**config.mk**
```make
export PLATFORM = sky130hd
export DESIGN_NAME = bhpq_ram
export DESIGN_NICKNAME = d
export VERILOG_FILES = /design/src/design/bhpq_ram.sv
export SDC_FILE = /design/constraint.sdc
export NUM_CORES = 2
export LEC_CHECK = 0
export BUFFER_PORTS_ARGS = -buffer_cell sky130_fd_sc_hd__buf_2
export CAP_MARGIN = 15
export CORE_UTILIZATION = 65
export DETAILED_ROUTE_END_ITERATION = 6
export PLACE_DENSITY = 0.86
export SETUP_SLACK_MARGIN = 0.3
export SLEW_MARGIN = 5
export SYNTH_ARGS = -nofsm -noshare
export SYNTH_HDL_FRONTEND = slang
export SYNTH_SLANG_ARGS = --single-unit
```
**constraint.sdc**
```tcl
create_clock -name clock -period 3.4 [get_ports clock]
set_input_delay 0.17 -clock clock [delete_from_list [all_inputs] [get_ports clock]]
set_output_delay 0.17 -clock clock [all_outputs]
set_load 0.05 [all_outputs]
```
**src/design/bhpq_ram.sv**
```systemverilog
`default_nettype none
module bhpq_ram #(
   parameter int WIDTH = 8,
   parameter int DEPTH = 256
) (
   input  wire logic                     clock,
   input  wire logic                     wr_en,
   input  wire logic [$clog2(DEPTH)-1:0] wr_addr,
   input  wire logic [WIDTH-1:0]         wr_data,
   input  wire logic [$clog2(DEPTH)-1:0] rd_addr,
   output logic      [WIDTH-1:0]         rd_data
);
   logic [WIDTH-1:0] mem [DEPTH];

   always_ff @(posedge clock) begin
      if (wr_en) begin
         mem[wr_addr] <= wr_data;
      end
      rd_data <= mem[rd_addr];
   end
endmodule
`default_nettype wire

```
# Word-level counts from Yosys, hierarchy flattened
# Memory sizes are Yosys's and may differ from the RTL's. A register that Yosys moved wholly into a read port is not among the register bits.
# Cells that the tools add are included.
# totals
register_bits	0
latchBits	0
ram_bits	2048
romBits	0
input_bits	26
out_inout_bits	8
word_cells	3
memories	1
# memory_table
name	depth	width	rd	rd_ports_with_merged_regs	wr	line_no	source
mem	256	8	1	1	1	13	logic [WIDTH-1:0] mem [DEPTH];
# classes
add_sub_neg	0
mul	0
div	0
n_lt_le_gt_ge	0
eq_ne	0
n_shift	0
mux	2
n_bitwise	0
n_reduce_logical	0
# ops
cell	count
$mux 1	2

# Depth between registers and ports, before layout
# depth
depth_word	2
depth_mapped	11
depth_no_buf	6

# Worst setup path after synthesis
# Ideal clock, no wire load.
# synth_path
path_type	input to register
from	input rd_addr[0]
to	register rd_data[2] (read register of mem)
setup_ns	0.131
t_arrival_ns	1.977
required_ns	3.269
path_slack_ns	1.292
cell_stages	9
n_path_buf	4
cell_sequence	buf_6 buf_12 buf_8 buf_2 mux4_2 a22oi_1 a21oi_1 nor4_1 nor4_2
# synth_rtl
element	line_no	source
from (decl)	10	input wire logic [$clog2(DEPTH)-1:0] rd_addr,
to (decl)	11	output logic [WIDTH-1:0] rd_data

==> out/results.tsv <==
metric	value	unit
Avg Inst Size Synth	21.31	sq um
Startpoint Class	register	
initial antenna violation count	19	
max-cap violations	0	
post-route setup slack	0.2991	ns
Starting Density	0.6596	
CTS Root Cell	clkbuf_16	
Max Slew Vio Count	0	
DR top layer	met5	
Final Setup Violations	0	
post-route setup TNS	0	ns
post-synth top area share	0.7730	
Syn Nets	3759	
Skew-Pair Late Insertion Delay	0.85	ns
final core occ	0.7339	
CTS Buffer Depth	3	
total gr overflow	0	
Worst Setup Path Type	reg -> reg	
post-synthesis sequential area ratio	0.7750	
Distinct cells, synth	55	
met3 WL	34750	microns
Gate Count Post-Synth	3733	
Setup Slack @ Placement	-0.1189	ns
XOR/XNOR Fraction of Synth Area	0	
Sinks on Clock Net	2056	
synthesis warning total	0	
power per cell area	590.3	nW/um^2
number of flops mapped to enable cells by yosys	2048	
Vias/cell	7.664	
IO buf count	33	
CP top delay family	compound AO/OA/AOI/OAI gates	
worst path cell trace	mux4_2 -> a22o_1 -> a221oi_1 -> o32ai_1 -> nor3_1 -> nor4_1	
Area Growth Syn to Fin	11.26	%
Mapped Area	79560	sq um
Final ANT Viol Nets	0	
Arr. time, crit path	3.79	ns
CTS tree	done	
vias in the first global route	43730	
Max stage delay on crit path	0.79	ns
DRT Wirelength	225500	microns
Synth Area in Adders	0	
Slew @ Worst Pin	1.385	ns
row count	127	
synth cell count leaders	edfxtp_1, mux4_2, nor2_1	
Clock Pin Slew Worst Setup and Hold Paths	0.07	ns
leading area contributor after synthesis	edfxtp_1	
number of buffers created by CTS	189	
compound-cell area share of the yosys netlist	0.03419	
post-synthesis mux area share	0.1462	
filler instances	5784	
slowest cell on the critical path	a221oi_1	
LEAKAGE	27.56	nW
Pwr Total	0.05224	W
HPWL Detailed	118800	microns
Post-CTS Setup Repair Bufs	0	
die area	123800	sq um
number of buffers and inverters on the critical path	0	
width of the chip	351.9	microns
worst rel slew slack	0.06805	
RSZ-0062 raised after global routing	false	
nets	3968	
status	finished, violations left	
Yosys reg bits	2056	
first-pass iteration count of the detailed router	7	
clock period minus final worst setup slack	3.101	ns
Final Wtd Congestion	0.8820	
DR WL/cell	39.41	microns
origin of the critical flop-to-flop path	mem[64][5]	
Post-Synth Simple-Gate Area	0.02628	
first-pass GRT wire length	319000	microns
met2 wire length	106800	microns
Hold Violations, Final	0	
Max Fclk	0.3225	GHz
asr flop ratio synth	0	
# placed instances	5361	
CP Data Required Time	4.09	ns
I/O pin count	34	
GRT Util Overall	0.3714	
Fin Clk Skew	0.04754	ns
worst min-delay path class	in -> reg	
crit share post-route	0.9120	
combinational family with the most area after synthesis	multiplexers	
DRC errors left	8	
failing checks	DRC	
M1 wire length	69160	microns
Max FO, Critical Path	1	
die height	351.9	microns
layout cells sized above 1	0.2382	
Max VDD drop	0.5997	mV
Worst Setup SP	mem[64][5]	
Layout Cells excl Fill	5721	
Setup crit end kind	register	
Min-Delay Startpoint	wr_data[0]	
core area	120600	sq um
initial DRC count	8351	
pin count of the biggest net entering global routing	143	
Max H-tree Level	4	
most common cell in the netlist	edfxtp_1	
Top FF cell, synth	edfxtp_1	
synth top area cells	edfxtp_1, mux4_2, mux2i_1, nor2_1, a22oi_1	
Vias	43840	
[metrics by stage]
| step | instance area, sq um | hold WS (ns) |
|---|---|---|
| floorplan | 79560 | 0.2689 |
| global placement | 82380 | 0.6831 |
| detailed placement | 82380 | 0.6869 |
| finish | 88510 | 0.05556 |
| CTS | 88480 | 0.03649 |
| global route | 88480 | 0.06138 |
[report_power, final]
part | switching [W] | internal [W]
logic | 0.00189 | 0.000909
clock network | 0.00976 | 0.0117
registers | 0.0000587 | 0.0279
total | 0.0117 | 0.0405
[worst reg2reg max path, stage by stage (launching register included)]
cell and delay, ns:
edfxtp_1 0.43, mux4_2 0.52, a22o_1 0.21, a221oi_1 0.79, o32ai_1 0.26, nor3_1 0.58, nor4_1 0.16
[repair_timing]
item	in CTS	in global routing
gates resized for setup	0	0
endpoints found under the hold margin	44	0
hold buffers	2	0
[final timing paths]
kind	cells past startpoint	slack [ns]	to
worst max-delay path	6	0.30	rd_data[5]
worst min-delay path	1	0.06	mem[230][0]
worst max register to register	6	0.30	rd_data[5]
worst min register to register	6	1.14	rd_data[5]
[routing by layer]
layer,vias up,track usage
li1,16100,-
met1,21820,0.4780
met2,4865,0.5778
met3,1032,0.1124
met4,24,0.1964
met5,-,0
[final cells by class]
| class | instances | area (sq um) | area share |
|---|---|---|---|
| diodes | 11 | 27.53 | 0.0003110 |
| clock buffers | 240 | 4961 | 0.05605 |
| clock inverters | 107 | 1120 | 0.01265 |
| inverters | 2 | 7.507 | 0.00008482 |
| multi-input cells | 1442 | 16480 | 0.1862 |
| flip-flops and latches | 2056 | 61660 | 0.6966 |
| well taps | 1612 | 2017 | 0.02279 |
| repair buffers | 251 | 2237 | 0.02528 |
[flip-flops by register name (all words and copies together), names as in the netlist]
name	count
rd_data	8
mem	2048
[kinds of logic (layout without fill, tap and decap cells)]
kind of cell           after synthesis  after routing
multiplexers                       591            591
AND/OR/NAND/NOR                    466            466
AO/OA/AOI/OAI                      385            385
other                                0             11
flip-flops                        2056           2056
buffers and inverters              235            600
[layout by cell type, fill, tap and decap left out, types with 13 or more instances in the layout]
cell type | Yosys | layout
clkinv_1 | 1 | 48
a21oi_1 | 96 | 96
mux2i_1 | 134 | 134
a22oi_1 | 133 | 133
bufinv_16 | 0 | 17
buf_2 | 31 | 22
edfxtp_1 | 2048 | 2048
a211oi_1 | 16 | 16
mux4_2 | 454 | 454
clkbuf_16 | 0 | 189
nor2_1 | 282 | 279
nor4_1 | 24 | 24
nor3_1 | 22 | 22
a221oi_1 | 13 | 13
buf_12 | 8 | 27
o221ai_1 | 46 | 46
buf_4 | 27 | 190
nand2_1 | 33 | 33
nand3_1 | 34 | 34
nor2b_1 | 31 | 28
clkinv_2 | 0 | 23
clkbuf_1 | 111 | 47
o22ai_1 | 28 | 28
No activity file was read; power rests on OpenSTA's default activity.
